==> src/sv/des_block_encrypt_top_assert.svh <==
// assertion macros for the des block encryptor top level
// used by des_block_encrypt_top.sv, no other dependencies
`ifndef DES_BLOCK_ENCRYPT_TOP_ASSERT_SVH
`define DES_BLOCK_ENCRYPT_TOP_ASSERT_SVH

// property a implies property b at the next edge
`define DBE_ASSERT_NEXT(label, a, b) \
   label: assert property (@(posedge clock) disable iff (reset) (a) |=> (b)) \
      else $error("des assertion failed");

// property a implies property b at the same edge
`define DBE_ASSERT_NOW(label, a, b) \
   label: assert property (@(posedge clock) disable iff (reset) (a) |-> (b)) \
      else $error("des assertion failed");

`endif

==> src/sv/des_pkg.sv <==
`timescale 1ns / 1ps
// des package: tables, round count and round helper functions
// no dependencies
package des_pkg;

   localparam int unsigned NumRounds = 16;
   localparam logic [31:0] CsrAddrKeyLo = 32'd0;

   typedef logic [63:0] block_type;
   typedef logic [55:0] cd_type;

   typedef byte unsigned perm64_type [64];
   typedef byte unsigned perm56_type [56];
   typedef byte unsigned perm48_type [48];
   typedef byte unsigned perm32_type [32];

   localparam perm64_type IP_TAB = '{
      58,50,42,34,26,18,10,2,60,52,44,36,28,20,12,4,62,54,46,38,30,22,14,6,
      64,56,48,40,32,24,16,8,57,49,41,33,25,17,9,1,59,51,43,35,27,19,11,3,
      61,53,45,37,29,21,13,5,63,55,47,39,31,23,15,7};
   localparam perm64_type FP_TAB = '{
      40,8,48,16,56,24,64,32,39,7,47,15,55,23,63,31,38,6,46,14,54,22,62,30,
      37,5,45,13,53,21,61,29,36,4,44,12,52,20,60,28,35,3,43,11,51,19,59,27,
      34,2,42,10,50,18,58,26,33,1,41,9,49,17,57,25};
   localparam perm48_type EXP_TAB = '{
      32,1,2,3,4,5,4,5,6,7,8,9,8,9,10,11,12,13,12,13,14,15,16,17,
      16,17,18,19,20,21,20,21,22,23,24,25,24,25,26,27,28,29,28,29,30,31,32,1};
   localparam perm32_type P_TAB = '{
      16,7,20,21,29,12,28,17,1,15,23,26,5,18,31,10,
      2,8,24,14,32,27,3,9,19,13,30,6,22,11,4,25};
   localparam perm56_type PC1_TAB = '{
      57,49,41,33,25,17,9,1,58,50,42,34,26,18,10,2,59,51,43,35,27,19,11,3,
      60,52,44,36,63,55,47,39,31,23,15,7,62,54,46,38,30,22,14,6,61,53,45,37,
      29,21,13,5,28,20,12,4};
   localparam perm48_type PC2_TAB = '{
      14,17,11,24,1,5,3,28,15,6,21,10,23,19,12,4,26,8,16,7,27,20,13,2,
      41,52,31,37,47,55,30,40,51,45,33,48,44,49,39,56,34,53,46,42,50,36,29,32};
   localparam logic [NumRounds-1:0] ROT2_MASK = 16'b0111_1110_1111_1100;

   typedef logic [3:0] sbox_row_type [64];
   typedef sbox_row_type sbox_all_type [8];
   localparam sbox_all_type SBOX_TAB = '{
      '{14,4,13,1,2,15,11,8,3,10,6,12,5,9,0,7, 0,15,7,4,14,2,13,1,10,6,12,11,9,5,3,8,
        4,1,14,8,13,6,2,11,15,12,9,7,3,10,5,0, 15,12,8,2,4,9,1,7,5,11,3,14,10,0,6,13},
      '{15,1,8,14,6,11,3,4,9,7,2,13,12,0,5,10, 3,13,4,7,15,2,8,14,12,0,1,10,6,9,11,5,
        0,14,7,11,10,4,13,1,5,8,12,6,9,3,2,15, 13,8,10,1,3,15,4,2,11,6,7,12,0,5,14,9},
      '{10,0,9,14,6,3,15,5,1,13,12,7,11,4,2,8, 13,7,0,9,3,4,6,10,2,8,5,14,12,11,15,1,
        13,6,4,9,8,15,3,0,11,1,2,12,5,10,14,7, 1,10,13,0,6,9,8,7,4,15,14,3,11,5,2,12},
      '{7,13,14,3,0,6,9,10,1,2,8,5,11,12,4,15, 13,8,11,5,6,15,0,3,4,7,2,12,1,10,14,9,
        10,6,9,0,12,11,7,13,15,1,3,14,5,2,8,4, 3,15,0,6,10,1,13,8,9,4,5,11,12,7,2,14},
      '{2,12,4,1,7,10,11,6,8,5,3,15,13,0,14,9, 14,11,2,12,4,7,13,1,5,0,15,10,3,9,8,6,
        4,2,1,11,10,13,7,8,15,9,12,5,6,3,0,14, 11,8,12,7,1,14,2,13,6,15,0,9,10,4,5,3},
      '{12,1,10,15,9,2,6,8,0,13,3,4,14,7,5,11, 10,15,4,2,7,12,9,5,6,1,13,14,0,11,3,8,
        9,14,15,5,2,8,12,3,7,0,4,10,1,13,11,6, 4,3,2,12,9,5,15,10,11,14,1,7,6,0,8,13},
      '{4,11,2,14,15,0,8,13,3,12,9,7,5,10,6,1, 13,0,11,7,4,9,1,10,14,3,5,12,2,15,8,6,
        1,4,11,13,12,3,7,14,10,15,6,8,0,5,9,2, 6,11,13,8,1,4,10,7,9,5,0,15,14,2,3,12},
      '{13,2,8,4,6,15,11,1,10,9,3,14,5,0,12,7, 1,15,13,8,10,3,7,4,12,5,6,11,0,14,9,2,
        7,11,4,1,9,12,14,2,0,6,10,13,15,3,5,8, 2,1,14,7,4,10,8,13,15,12,9,0,3,5,6,11}};

   // initial permutation
   function automatic logic [63:0] ip_perm(input logic [63:0] v);
      logic [63:0] r;
      for (int i = 0; i < 64; i++) r[63-i] = v[64-IP_TAB[i]];
      return r;
   endfunction

   // inverse initial permutation
   function automatic logic [63:0] fp_perm(input logic [63:0] v);
      logic [63:0] r;
      for (int i = 0; i < 64; i++) r[63-i] = v[64-FP_TAB[i]];
      return r;
   endfunction

   // key permuted choice one
   function automatic cd_type pc1_perm(input logic [63:0] v);
      cd_type r;
      for (int i = 0; i < 56; i++) r[55-i] = v[64-PC1_TAB[i]];
      return r;
   endfunction

   // per-round rotation of both 28-bit halves
   function automatic cd_type rot_cd(input cd_type v, input logic two);
      cd_type r;
      if (two) begin
         r = {v[53:28], v[55:54], v[25:0], v[27:26]};
      end else begin
         r = {v[54:28], v[55], v[26:0], v[27]};
      end
      return r;
   endfunction

   // key permuted choice two
   function automatic logic [47:0] pc2_perm(input cd_type v);
      logic [47:0] r;
      for (int i = 0; i < 48; i++) r[47-i] = v[56-PC2_TAB[i]];
      return r;
   endfunction

   // feistel function: expansion, key mix, s-boxes, p permutation
   function automatic logic [31:0] feistel(input logic [31:0] rgt, input logic [47:0] rk);
      logic [47:0] x;
      logic [31:0] s;
      logic [31:0] r;
      logic [5:0] six;
      for (int i = 0; i < 48; i++) x[47-i] = rgt[32-EXP_TAB[i]];
      x = x ^ rk;
      for (int j = 0; j < 8; j++) begin
         six = x[47-6*j -: 6];
         s[31-4*j -: 4] = SBOX_TAB[j][{six[5], six[0], six[4:1]}];
      end
      for (int i = 0; i < 32; i++) r[31-i] = s[32-P_TAB[i]];
      return r;
   endfunction

endpackage

==> src/sv/des_round.sv <==
`timescale 1ns / 1ps
// one feistel round stage with its key schedule step and stall handling
// depends on des_pkg
module des_round (
   input  logic             clock,
   input  logic             reset,
   input  logic             rot_two,
   input  logic             in_valid,
   output logic             in_ready,
   input  logic [63:0]      in_halves,
   input  des_pkg::cd_type  in_cd,
   output logic             out_valid,
   input  logic             out_ready,
   output logic [63:0]      out_halves,
   output des_pkg::cd_type  out_cd
);
   logic            valid_ff;
   logic [63:0]     halves_ff;
   logic [63:0]     halves_in;
   des_pkg::cd_type cd_ff;
   des_pkg::cd_type cd_in;

   assign in_ready = !valid_ff || out_ready;

   // round datapath
   always_comb begin
      cd_in = des_pkg::rot_cd(in_cd, rot_two);
      halves_in = {in_halves[31:0],
                   in_halves[63:32] ^ des_pkg::feistel(in_halves[31:0],
                                                       des_pkg::pc2_perm(cd_in))};
   end

   // stage valid bit
   always_ff @(posedge clock) begin
      if (reset) begin
         valid_ff <= 1'b0;
      end else if (in_ready) begin
         valid_ff <= in_valid;
      end
   end

   // stage payload
   always_ff @(posedge clock) begin
      if (in_ready && in_valid) begin
         halves_ff <= halves_in;
         cd_ff <= cd_in;
      end
   end

   assign out_valid = valid_ff;
   assign out_halves = halves_ff;
   assign out_cd = cd_ff;
endmodule

==> config.mk <==
export PLATFORM = sky130hd
export DESIGN_NAME = des_round
export DESIGN_NICKNAME = d
export VERILOG_FILES = /design/src/sv/des_block_encrypt_top_assert.svh /design/src/sv/des_pkg.sv /design/src/sv/des_round.sv
export SDC_FILE = /design/constraint.sdc
export NUM_CORES = 1
export LEC_CHECK = 0
export BUFFER_PORTS_ARGS = -buffer_cell sky130_fd_sc_hd__buf_2
export CORE_MARGIN = 2
export CORE_UTILIZATION = 30
export CTS_CLUSTER_SIZE = 16
export DETAILED_ROUTE_END_ITERATION = 10
export HOLD_SLACK_MARGIN = 0.02
export SYNTH_ARGS = -nofsm -noshare
export SYNTH_HDL_FRONTEND = slang
export SYNTH_SLANG_ARGS = --single-unit
export TNS_END_PERCENT = 50
==> constraint.sdc <==
create_clock -name clock -period 7.15 [get_ports clock]
set_input_delay 1.43 -clock clock [delete_from_list [all_inputs] [get_ports clock]]
set_output_delay 1.43 -clock clock [all_outputs]
set_load 0.005 [all_outputs]
; ---- Word level (Yosys, flattened, before mapping)
; Memory sizes are Yosys's and may differ from the RTL's.
; Index checks and enable logic that the tools add are counted.
[totals]
ff_bits = 121
romBits = 2048
elab_cells = 49
n_memories = 8
[memory_table]
columns = name, words, word_bits, rd, rd_clocked_by_memory_dff, write_ports, line_no
row1 = (name not given), 64, 4, 1, 0, 0, des_pkg.sv:109  ; s[31-4*j -: 4] = SBOX_TAB[j][{six[5], six[0], six[4:1]}];
row2 = (name not given), 64, 4, 1, 0, 0, des_pkg.sv:109
row3 = (name not given), 64, 4, 1, 0, 0, des_pkg.sv:109
row4 = (name not given), 64, 4, 1, 0, 0, des_pkg.sv:109
row5 = (name not given), 64, 4, 1, 0, 0, des_pkg.sv:109
row6 = (name not given), 64, 4, 1, 0, 0, des_pkg.sv:109
row7 = 2 more memories, -, -, -, -, -, -
[classes]
n_lt_le_gt_ge = 8
n_mux = 17
n_bitwise = 10
reduce_logical = 3
[op_table]
columns = cell, n
row1 = $mux 4, 16
row2 = $ge 7x7->1 const B, 8
row3 = $mux 56, 1
row4 = $not 6->7, 8
row5 = $xor 48x48->48, 1
row6 = $xor 32x32->32, 1
row7 = $logic_and 1x1->1, 1
row8 = $logic_not 1->1, 1
row9 = $logic_or 1x1->1, 1

; ---- Depth between registers and ports, before layout
; Gate-level depths: netlist of run 1.
[logic_depth]
depth_word = 7
mapped_depth = 13
depth_no_buf = 10

; ---- Least setup slack after synthesis of run 1
; No wires, ideal clock.
[synth_timing]
path_kind = input port to flip-flop
startpoint = input out_ready
endpoint = register cd_ff[0], in the netlist out_cd[0], enable pin
setup_time_ns = 0.493
arrival_ns = 4.360
required_time_ns = 6.657
slack_ns = 2.296
stages = 2
path_buffers = 0
path_cell_list = nand2b_1 and2_1
[synth_between]
elab_chain_len = 2
[synth_rtl]
columns = element, line_no
row1 = start: declaration, des_round.sv:13  ; input logic out_ready,
row2 = $logic_or 1x1->1, des_round.sv:23  ; assign in_ready = !valid_ff || out_ready;
row3 = $logic_and 1x1->1, des_round.sv:44  ; if (in_ready && in_valid) begin
row4 = end signal: assignment, des_round.sv:46  ; cd_ff <= cd_in;
row5 = end: declaration, des_round.sv:20  ; des_pkg::cd_type cd_ff;
; Every way passes these cells.
; A chain may end at the register's enable or synchronous reset.

; ---- Worst setup path after layout of run 1
[layout_timing]
startpoint = input rot_two
endpoint = register halves_ff[15], in the netlist out_halves[15] (data pin)
[layout_between]
elab_chain_len = 7
[layout_rtl]
columns = element, line_no
row1 = start: declaration, des_round.sv:7  ; input logic rot_two,
row2 = $mux 56, des_pkg.sv:84  ; if (two) begin
row3 = $xor 48x48->48, des_pkg.sv:106  ; x = x ^ rk;
row4 = $not 6->7 (not written as such), des_pkg.sv:109
row5 = $mem_v2 64x4, -
row6 = $mux 4 (not written as such) (2 in a row), des_pkg.sv:109
row7 = $xor 32x32->32, des_round.sv:29  ; in_halves[63:32] ^ des_pkg::feistel(in_halves[31:0],
row8 = net halves_in[15], des_round.sv:19  ; logic [63:0] halves_in;
row9 = end signal: assignment, des_round.sv:45  ; halves_ff <= halves_in;
row10 = end: declaration, des_round.sv:18  ; logic [63:0] halves_ff;
; The timed path passes the listed nets, and every way through them passes these cells. The select of a mux whose other input is x is not followed.

==> summary.md, run 1 <==
| Metric | Value |
|---|---|
| Setup TNS | 0 ns |
| Pwr/cell area | 233 nW/um^2 |
| TritonCTS Buffers | 17 |
| Drt first pass iters | 5 |
| Yosys reg bits | 121 |
| Count leader, synth | edfxtp_1 |
| CTS HTree Levels | 4 |
| Grt total ovfl | 0 |
| ANT cells | 0 |
| Maximum vdd ir drop | 0.164 mV |
| Total Routing Usage GR | 16.0% |
| Synth cell count leaders | 120 x edfxtp_1, 78 x inv_1, 76 x mux2i_1, 62 x ha_1 |
| Synth area leaders | edfxtp_1 35%, ha_1 7.4%, mux2i_1 7.3% |
| Layout area overhead | 21.3% |
| Die height | 190 um |
| Vias in the first global route | 7970 |
| Leading area contributor after synthesis | edfxtp_1 |
| Syn_area_per_cell | 10.9 sq um |
| Final hold vios | 0 |
| Placed Area | 12000 sq um |
| Slew @ Worst Pin | 1.15 ns |
| Min-Delay Path Class | flop to flop |
| Crit path arrival time | 4.92 ns |
| Critical path type | primary input to flop |
| Setup WS pre-CTS | 1.93 ns |
| Startpoint types | primary input |
| Starting Density | 30.3% |
| Post-synth ARST share | 0% |
| Worst EP required | 7.35 ns |
| Cells after synthesis | 955 |
| Final antenna-violating net count | 0 |
| Sequential share of the synthesized area | 34.8% |
| Placer Congestion | 0.891 |
| YS warnings | 0 |
| CTS tree | done |
| Syn Nets | 1142 |
| First-pass GRT wire length | 44700 um |
| Min cycle time layout | 4.72 ns |
| Status | finished, final reports clean |
| Largest net degree at the start of global routing | 68 |
| R2R Setup Slk | 4.82 ns |
| Post-synth top area share | 34.6% |
| Post-Route Skew | 0.00673 ns |
| Clk Latency, worst-skew pair | 0.44 ns |
| Share of cells above drive strength 1 | 32.3% |
| Max cap viols | 0 |
| Worst setup EP type | flop |
| Synth Flop Type | edfxtp_1 |
| # setup viols final | 0 |
| Max Slew Vio Count | 0 |
| Fin crit share | 66.1% |
| Post-synth cell types | 66 |
| Number of placed I/O pins | 247 |
| Fin nets | 1370 |
| Residual DRC count | 0 |
| P_leak | 5.25 nW |
| Storage element area | 3620 sq um |
| Post-cts resize count | 0 |
| Average wire per standard cell | 17.7 um |
| CTS Hold Bufs | 0 |
| Multi-input gate area | 6210 sq um |
| Post-CTS Setup Repair Bufs | 0 |
| Initial antenna violation count | 1 |
| Hpwl dp | 22000 um |
| Detailed-route via count | 8435 |
| Root Driver | clkbuf_16 |
| Core ar. | 34400 sq um |
| Mapped cell area | 10400 sq um |
| EDFF count, synth | 120 |
| Critical path peak fanout | 31 |
| Vias/cell | 5.11 |
| Max clock buf depth | 2 |
| Power Total | 2.94 mW |
| Fin area | 12600 sq um |
| Initial DRC count | 559 |
| Core Rows | 68 |
| Drt total wl | 29100 um |
| PnR worst setup slack | 2.43 ns |
| Die X | 190 um |
| Upper clock frequency limit | 212 MHz |
| PortBufs | 246 |
| RSZ-0062 raised after global routing | false |
| FILL cells | 3455 |
| Clock transition at path regs | 0.06 ns |
| Post-layout util | 36.8% |
| Area of the die | 36200 sq um |
| Clock Sinks | 121 |
| Slew Limit Headroom | 23.0% |
cell families after synthesis:
logic type | share of synthesized area (%)
AOI/OAI and AO/OA | 13.8
xor gates and xnor gates | 14.2
and+or+nand+nor | 7.30
buffers and inverters | 5.67
DFF | 34.8
muxes | 16.7
adders and majority gates | 7.45
worst max-delay path, cell delays in order:
cell	delay (ns)
buf_4	0.52
buf_4	0.56
mux2i_1	0.32
xor2_1	0.60
inv_2	0.22
ha_1	0.29
mux4_2	0.46
nand3_1	0.10
o41ai_1	0.08
a31oi_1	0.22
xnor2_1	0.09
worst paths after layout:
check	depth (start not counted)	endpoint	from
worst max-delay path	11	out_halves[15]	rot_two
worst min-delay path	2	out_valid	out_valid
worst max register to register	3	out_halves[6]	out_valid
worst min register to register	2	out_valid	out_valid
flip-flops by register name, summed over array words and instances, names as in the netlist:
| register | cells |
|---|---|
| out_cd | 56 |
| out_halves | 64 |
| out_valid | 1 |
report_power, final:
| group | leakage (nW) | switching (mW) | internal [mW] | total [mW] |
|---|---|---|---|---|
| sequential | 1.17 | 0.0186 | 0.886 | 0.904 |
| combinational | 3.80 | 0.650 | 0.481 | 1.13 |
| clock | 0.285 | 0.360 | 0.547 | 0.908 |
cell type report:
cell class / count / share of cell area [%]
multi-input cells: 699 / 49.1
flip-flops and latches: 121 / 28.7
repair buffers: 255 / 10.3
well taps: 455 / 4.50
clock buffers: 17 / 3.37
inverters: 89 / 2.64
clock inverters: 15 / 1.41
routing by layer:
| metal | part of all wire (%) | up-vias | track usage, % |
|---|---|---|---|
| li1 | - | 4008 | - |
| met1 | 43 | 4059 | 20.5 |
| met2 | 48 | 332 | 26.3 |
| met3 | 6.9 | 34 | 4.25 |
| met4 | 1.9 | 2 | 5.16 |
| met5 | 0.045 | - | 0 |
through the flow:
step           cells  hold slack [ns]
5_1_grt         1651            0.537
3_3_place_gp    1619            0.495
4_1_cts         1651            0.517
3_5_place_dp    1619            0.507
6_report        1651            0.521
2_1_floorplan    955            0.522
cell usage in the layout (no fill, tap or decap), types with 7 or more instances in the layout:
cell type	netlist	layout
o21ai_0	25	25
o21ai_1	11	11
buf_4	2	10
inv_2	10	10
nor2_1	39	39
mux2i_1	76	76
nand2_1	54	54
nand3_1	26	26
xnor2_1	54	54
nor3_1	36	36
inv_1	78	78
mux4_2	22	22
a2111oi_0	8	8
a211oi_1	25	25
a21oi_1	33	33
xor2_1	40	40
o221ai_1	10	10
edfxtp_1	120	120
mux2i_4	11	11
ha_1	62	62
buf_2	24	245
xnor2_2	25	25
a31oi_1	18	18
xor2_2	7	7
clkbuf_16	0	17
o211ai_1	25	25
mux2_2	13	13
Power figures use the tool's default switching activity.
==> run 2, diff against run 1 <==
- clock period: 7.15 -> 4.7 ns (I/O delays scaled with it)
==> summary.md, run 2 (synthesized netlist as in run 1, its figures left out) <==
| Metric | Value |
|---|---|
| Average wire per standard cell | 17.9 um (+1.1%) |
| Min cycle time layout | 3.58 ns |
| Fin crit share | 76.2% |
| Die X | 190 um (unchanged) |
| Clk Latency, worst-skew pair | 0.44 ns (about the same) |
| Post-CTS Setup Repair Bufs | 0 (unchanged) |
| Detailed-route via count | 8441 (+0.071%) |
| Setup TNS | 0 ns (unchanged) |
| Worst setup EP type | flop |
| Total Routing Usage GR | 16.4% (+0.37 points) |
| Starting Density | 30.3% (unchanged) |
| Final antenna-violating net count | 0 (unchanged) |
| Residual DRC count | 0 (unchanged) |
| Max Slew Vio Count | 0 (unchanged) |
| Placed insts | 1634 (+0.93%) |
| Pwr/cell area | 351 nW/um^2 (+51%) |
| ANT cells | 0 (unchanged) |
| Max stage delay on crit path | 0.56 ns (-0.04 ns) |
| PortBufs | 246 (unchanged) |
| Share of cells above drive strength 1 | 32.9% (+0.67 points) |
| Root Driver | clkbuf_16 |
| CTS HTree Levels | 4 (unchanged) |
| Placed Area | 12200 sq um (+1.1%) |
| Critical path peak fanout | 14 (-55%) |
| Clock Sinks | 121 (unchanged) |
| Max cap viols | 0 (unchanged) |
| Largest net degree at the start of global routing | 121 (+78%) |
| Initial antenna violation count | 2 (+1) |
| Drt first pass iters | 5 (unchanged) |
| Vias/cell | 5.07 (-0.83%) |
| # setup viols final | 0 (unchanged) |
| Drt total wl | 29700 um (+2.1%) |
| Grt total ovfl | 0 (unchanged) |
| Layout Cells excl Fill | 1666 (+0.91%) |
| Vias in the first global route | 8142 (+2.2%) |
| Maximum vdd ir drop | 0.253 mV (+54%) |
| Crit path arrival time | 3.77 ns (-1.15 ns) |
| Power Total | 4.48 mW (+52%) |
| Min-Delay Path Class | flop to flop |
| Core Rows | 68 (unchanged) |
| Layout area overhead | 22.5% |
| Hpwl dp | 22500 um (+2.0%) |
| Post-cts resize count | 0 (unchanged) |
| Worst EP required | 4.89 ns (-2.46 ns) |
| Area of the die | 36200 sq um (unchanged) |
| Startpoint types | primary input |
| Leading cell type in the layout, fill and taps excluded | buf_2 |
| Slew Limit Headroom | 24.8% (+1.7 points) |
| Critical path type | primary input to flop |
| Upper clock frequency limit | 279 MHz |
| Fin area | 12800 sq um (+0.96%) |
| CTS tree | done |
| Fin nets | 1385 (+1.1%) |
| TritonCTS Buffers | 17 (unchanged) |
| Status | finished, final reports clean |
| Largest register FFs | 64 (unchanged) |
| Post-layout util | 37.1% (+0.35 points) |
| Die height | 190 um (unchanged) |
| FILL cells | 3472 (+0.49%) |
| Clock transition at path regs | 0.06 ns (about the same) |
| P_leak | 5.33 nW (+1.5%) |
| Post-Route Skew | 0.00668 ns (-0.0000550 ns) |
| First-pass GRT wire length | 45700 um (+2.0%) |
| Worst-path cell with the longest stage delay | xnor2_2 |
| CTS Hold Bufs | 0 (unchanged) |
| Core ar. | 34400 sq um (unchanged) |
| Most frequent cells in the layout | 245 x buf_2, 120 x edfxtp_1, 78 x inv_1, 76 x mux2i_1, 62 x ha_1 |
| Initial DRC count | 605 (+8.2%) |
| Max clock buf depth | 2 (unchanged) |
| RSZ-0062 raised after global routing | false |
| Placer Congestion | 0.906 (+1.6%) |
| Crit path cell chain | buf_4 > buf_12 > mux2i_1 > xnor2_2 > ha_1 > inv_1 > a211oi_1 > a2111oi_0 > a21oi_1 > mux2i_1 > xnor2_1 |
| Number of placed I/O pins | 247 (unchanged) |
| Crit-path most repeated cell | mux2i_1 |
| Slew @ Worst Pin | 1.12 ns (-0.0298 ns) |
| Final hold vios | 0 (unchanged) |
[run 2: per-stage QoR]
stage	setup slack, ns	hold slack (ns)
finish	1.12	0.518
global route	0.903	0.558
CTS	1.13	0.523
detailed placement	0.666	0.514
global placement	0.667	0.495
floorplan	0.336	0.522
[run 2: routing by layer]
metal	vias up	share of wire (%)	GRT usage, %
met3	49	6.4	3.94
li1	4043	-	-
met1	4038	44	20.9
met5	-	0.091	0
met4	4	2.7	6.29
met2	307	47	26.8
[run 2: path summary, 6_finish.rpt]
path	slack, ns	to	from	cells past startpoint
worst max-delay path	1.12	out_halves[24]	rot_two	11
worst min-delay path	0.52	out_valid	out_valid	2
worst max register to register	3.12	out_cd[11]	out_valid	3
worst min register to register	0.52	out_valid	out_valid	2
[run 2: worst max-delay path, delay by kind of cell]
kind	cells	cell delay (ns)
AOI/OAI and AO/OA	3	0.57
adders and majority gates	1	0.49
xor gates and xnor gates	2	0.66
buffers and inverters	3	0.68
muxes	2	0.42
[run 2: power by group]
part	total (mW)	switching (mW)	internal, mW
Combinational	1.75	0.997	0.750
Clock	1.36	0.533	0.828
Sequential	1.38	0.0277	1.35
Total	4.48	1.56	2.93
[run 2: area by class of cell]
type,count,area [sq um],area share [%]
multi-input combinational,699,6210,48.6
sequential,121,3620,28.4
timing repair buffer,270,1440,11.3
inverter,89,334,2.62
clock inverter,13,154,1.21
tap,455,569,4.46
clock buffer,19,433,3.39
==> run 3, diff against run 2 <==
- ABC_AREA: default -> 1
- clock period: 4.7 -> 3.35 ns (I/O delays scaled with it)
==> summary.md, run 3 <==
| Metric | Value |
|---|---|
| Most frequent cells in the layout | 714 x nand2_1, 366 x nand3_1, 246 x buf_2, 131 x inv_1, 120 x edfxtp_1 |
| Placed insts | 2223 (+36%) |
| Max Slew Vio Count | 0 (unchanged) |
| Fin crit share | 78.5% |
| FILL cells | 3716 (+7.0%) |
| Pwr/cell area | 445 nW/um^2 (+26%) |
| Post-Route Skew | 0.00840 ns (+0.00172 ns) |
| Detailed-route via count | 10900 (+29%) |
| Max clock buf depth | 2 (unchanged) |
| Grt total ovfl | 0 (unchanged) |
| Critical path type | primary input to flop |
| Setup WS pre-CTS | 0.251 ns (-0.415 ns) |
| P_leak | 6.77 nW (+27%) |
| Root Driver | clkbuf_16 |
| Residual DRC count | 0 (unchanged) |
| Worst setup EP type | flop |
| Die X | 191 um (+0.59%) |
| Upper clock frequency limit | 380 MHz |
| Final antenna-violating net count | 0 (unchanged) |
| Count leader, synth | nand2_1 |
| Status | finished, final reports clean |
| CTS tree | done |
| # setup viols final | 0 (unchanged) |
| Largest register FFs | 64 (unchanged) |
| Share of cells above drive strength 1 | 20.3% (-13 points) |
| Layout area overhead | 21.6% |
| Multi-input gate area | 6090 sq um (-2.0%) |
| Fin nets | 1974 (+43%) |
| Synth cell count leaders | 714 x nand2_1, 366 x nand3_1, 131 x inv_1, 120 x edfxtp_1, 62 x ha_1 |
| Post-CTS Setup Repair Bufs | 0 (unchanged) |
| Post-synth top area share | 34.2% (-0.41 points) |
| TritonCTS Buffers | 17 (unchanged) |
| EDFF count, synth | 120 (unchanged) |
| Maximum vdd ir drop | 0.354 mV (+40%) |
| PnR worst setup slack | 0.721 ns (-0.399 ns) |
| PortBufs | 246 (unchanged) |
| Min-Delay Path Class | primary input to flop |
| Storage element area | 3620 sq um (unchanged) |
| CTS Hold Bufs | 0 (unchanged) |
| Number of placed I/O pins | 247 (unchanged) |
| Vias/cell | 4.82 (-4.9%) |
| Average wire per standard cell | 15.1 um (-15%) |
| Clk Latency, worst-skew pair | 0.44 ns (about the same) |
| Min cycle time layout | 2.63 ns |
| Critical path peak fanout | 28 (+14) |
| Core ar. | 34500 sq um (+0.49%) |
| Area of the die | 36700 sq um (+1.2%) |
| Syn_area_per_cell | 6.82 sq um (-37%) |
| Drt first pass iters | 7 (+2) |
| Placer Congestion | 0.903 (-0.25%) |
| Slew Limit Headroom | 45.8% (+21 points) |
| Die height | 191 um (+0.59%) |
| Synth area leaders | edfxtp_1 34%, nand2_1 25%, nand3_1 17% |
| Vias in the first global route | 10300 (+27%) |
| Post-cts resize count | 0 (unchanged) |
| Initial antenna violation count | 2 (unchanged) |
| Cells after synthesis | 1545 (+62%) |
| Post-synth cell types | 26 (-61%) |
| GR Util met1 | 25.3% (+4.4 points) |
| Post-synth ARST share | 0% (unchanged) |
| Yosys reg bits | 121 (unchanged) |
| RSZ-0062 raised after global routing | false |
| Synth Flop Type | edfxtp_1 |
| Largest net degree at the start of global routing | 34 (-72%) |
| Drt total wl | 34100 um (+15%) |
| Clock Sinks | 121 (unchanged) |
| Starting Density | 30.5% (+0.21 points) |
| Slew @ Worst Pin | 0.811 ns (-0.310 ns) |
| Sequential share of the synthesized area | 34.4% (-0.41 points) |
| Leading area contributor after synthesis | edfxtp_1 |
| Clock transition at path regs | 0.06 ns (about the same) |
| GRT met3 Usage | 3.54% (-0.39 points) |
| Mapped cell area | 10500 sq um (+1.2%) |
| Leading cell type in the layout, fill and taps excluded | nand2_1 |
| Hpwl dp | 26900 um (+20%) |
| First-pass GRT wire length | 54200 um (+19%) |
| Busiest grt layer | met2 |
| Worst EP required | 3.55 ns (-1.34 ns) |
| Startpoint types | primary input |
| Final hold vios | 0 (unchanged) |
| YS warnings | 0 (unchanged) |
| Crit path arrival time | 2.83 ns (-0.94 ns) |
| CTS HTree Levels | 4 (unchanged) |
| Layout Cells excl Fill | 2256 (+35%) |
| Core Rows | 68 (unchanged) |
| Total Routing Usage GR | 18.9% (+2.5 points) |
| Initial DRC count | 819 (+35%) |
| Met2 GRT Util | 30.2% (+3.4 points) |
| Syn Nets | 1732 (+52%) |
| Max cap viols | 0 (unchanged) |
| Setup TNS | 0 ns (unchanged) |
==> run 3: changes by cell type in the layout (fill, tap and decap cells not counted), sizes merged, moves of 21 or more <==
cell    change
nor3       -36
o211ai     -23
nand2     +711
a211oi     -25
a21oi      -27
xnor2      -83
o21ai      -21
xor2       -33
inv        +53
mux4       -22
mux2i      -93
nor2       -38
nand3     +340
==> run 3: report_power, final <==
group	total, mW	internal, mW	switching, mW
Clock	1.94	1.17	0.762
Sequential	1.88	1.84	0.0339
Combinational	1.89	0.645	1.24
Total	5.70	3.66	2.04
==> run 3: cells by family after synthesis <==
logic type / count (synthesis) / share of synthesized area (%)
compound gates: 23 / 1.28
xor+xnor: 15 / 2.14
fa+ha+maj: 62 / 7.36
buf+inv: 178 / 8.02
flops: 121 / 34.4
simple gates: 1146 / 46.8
==> run 3: final timing paths <==
kind	start	to	slack, ns	depth (start not counted)
worst max-delay path	rot_two	out_halves[0]	0.72	17
worst min-delay path	reset	out_valid	0.38	2
worst max register to register	out_valid	out_cd[36]	1.69	2
worst min register to register	out_valid	out_valid	0.53	2
==> run 3: layer usage <==
metal	vias to the layer above	share of wire, %
li1	5524	-
met1	4967	47
met2	332	45
met3	48	5.6
met4	2	2.7
met5	-	0.038
==> run 3: area by class of cell <==
| cell class | count | area share, % |
|---|---|---|
| diodes | 1 | 0.0195 |
| repair buffers | 262 | 11.0 |
| multi-input cells | 1246 | 47.5 |
| well taps | 455 | 4.44 |
| clock inverters | 14 | 1.36 |
| flip-flops and latches | 121 | 28.3 |
| clock buffers | 18 | 3.35 |
| inverters | 139 | 4.09 |
==> run 3: metrics by stage <==
| step | power [mW] | utilization [%] | cell area (sq um) | hold WS [ns] |
|---|---|---|---|---|
| final | 5.70 | 37.1 | 12800 | 0.383 |
| after global routing | 6.10 | 37.1 | 12800 | 0.367 |
| after CTS | 5.76 | 37.1 | 12800 | 0.358 |
| after detailed placement | 3.79 | 35.4 | 12200 | 0.534 |
| after global placement | 3.79 | 35.4 | 12200 | 0.508 |
| after floorplan | 3.22 | - | 10600 | 0.542 |
==> run 3: critical path, cell delays in order <==
cell and delay [ns]:
buf_2 0.15, buf_4 0.34, nand2_1 0.13, nand2_1 0.11, nand2_1 0.07, nand2_2 0.14
inv_2 0.10, ha_1 0.39, inv_1 0.06, nand2_1 0.12, nand3_1 0.13, nand3_1 0.11
nand2_1 0.06, nand2_1 0.07, nand2_1 0.05, nand2_1 0.05, nand2_1 0.04
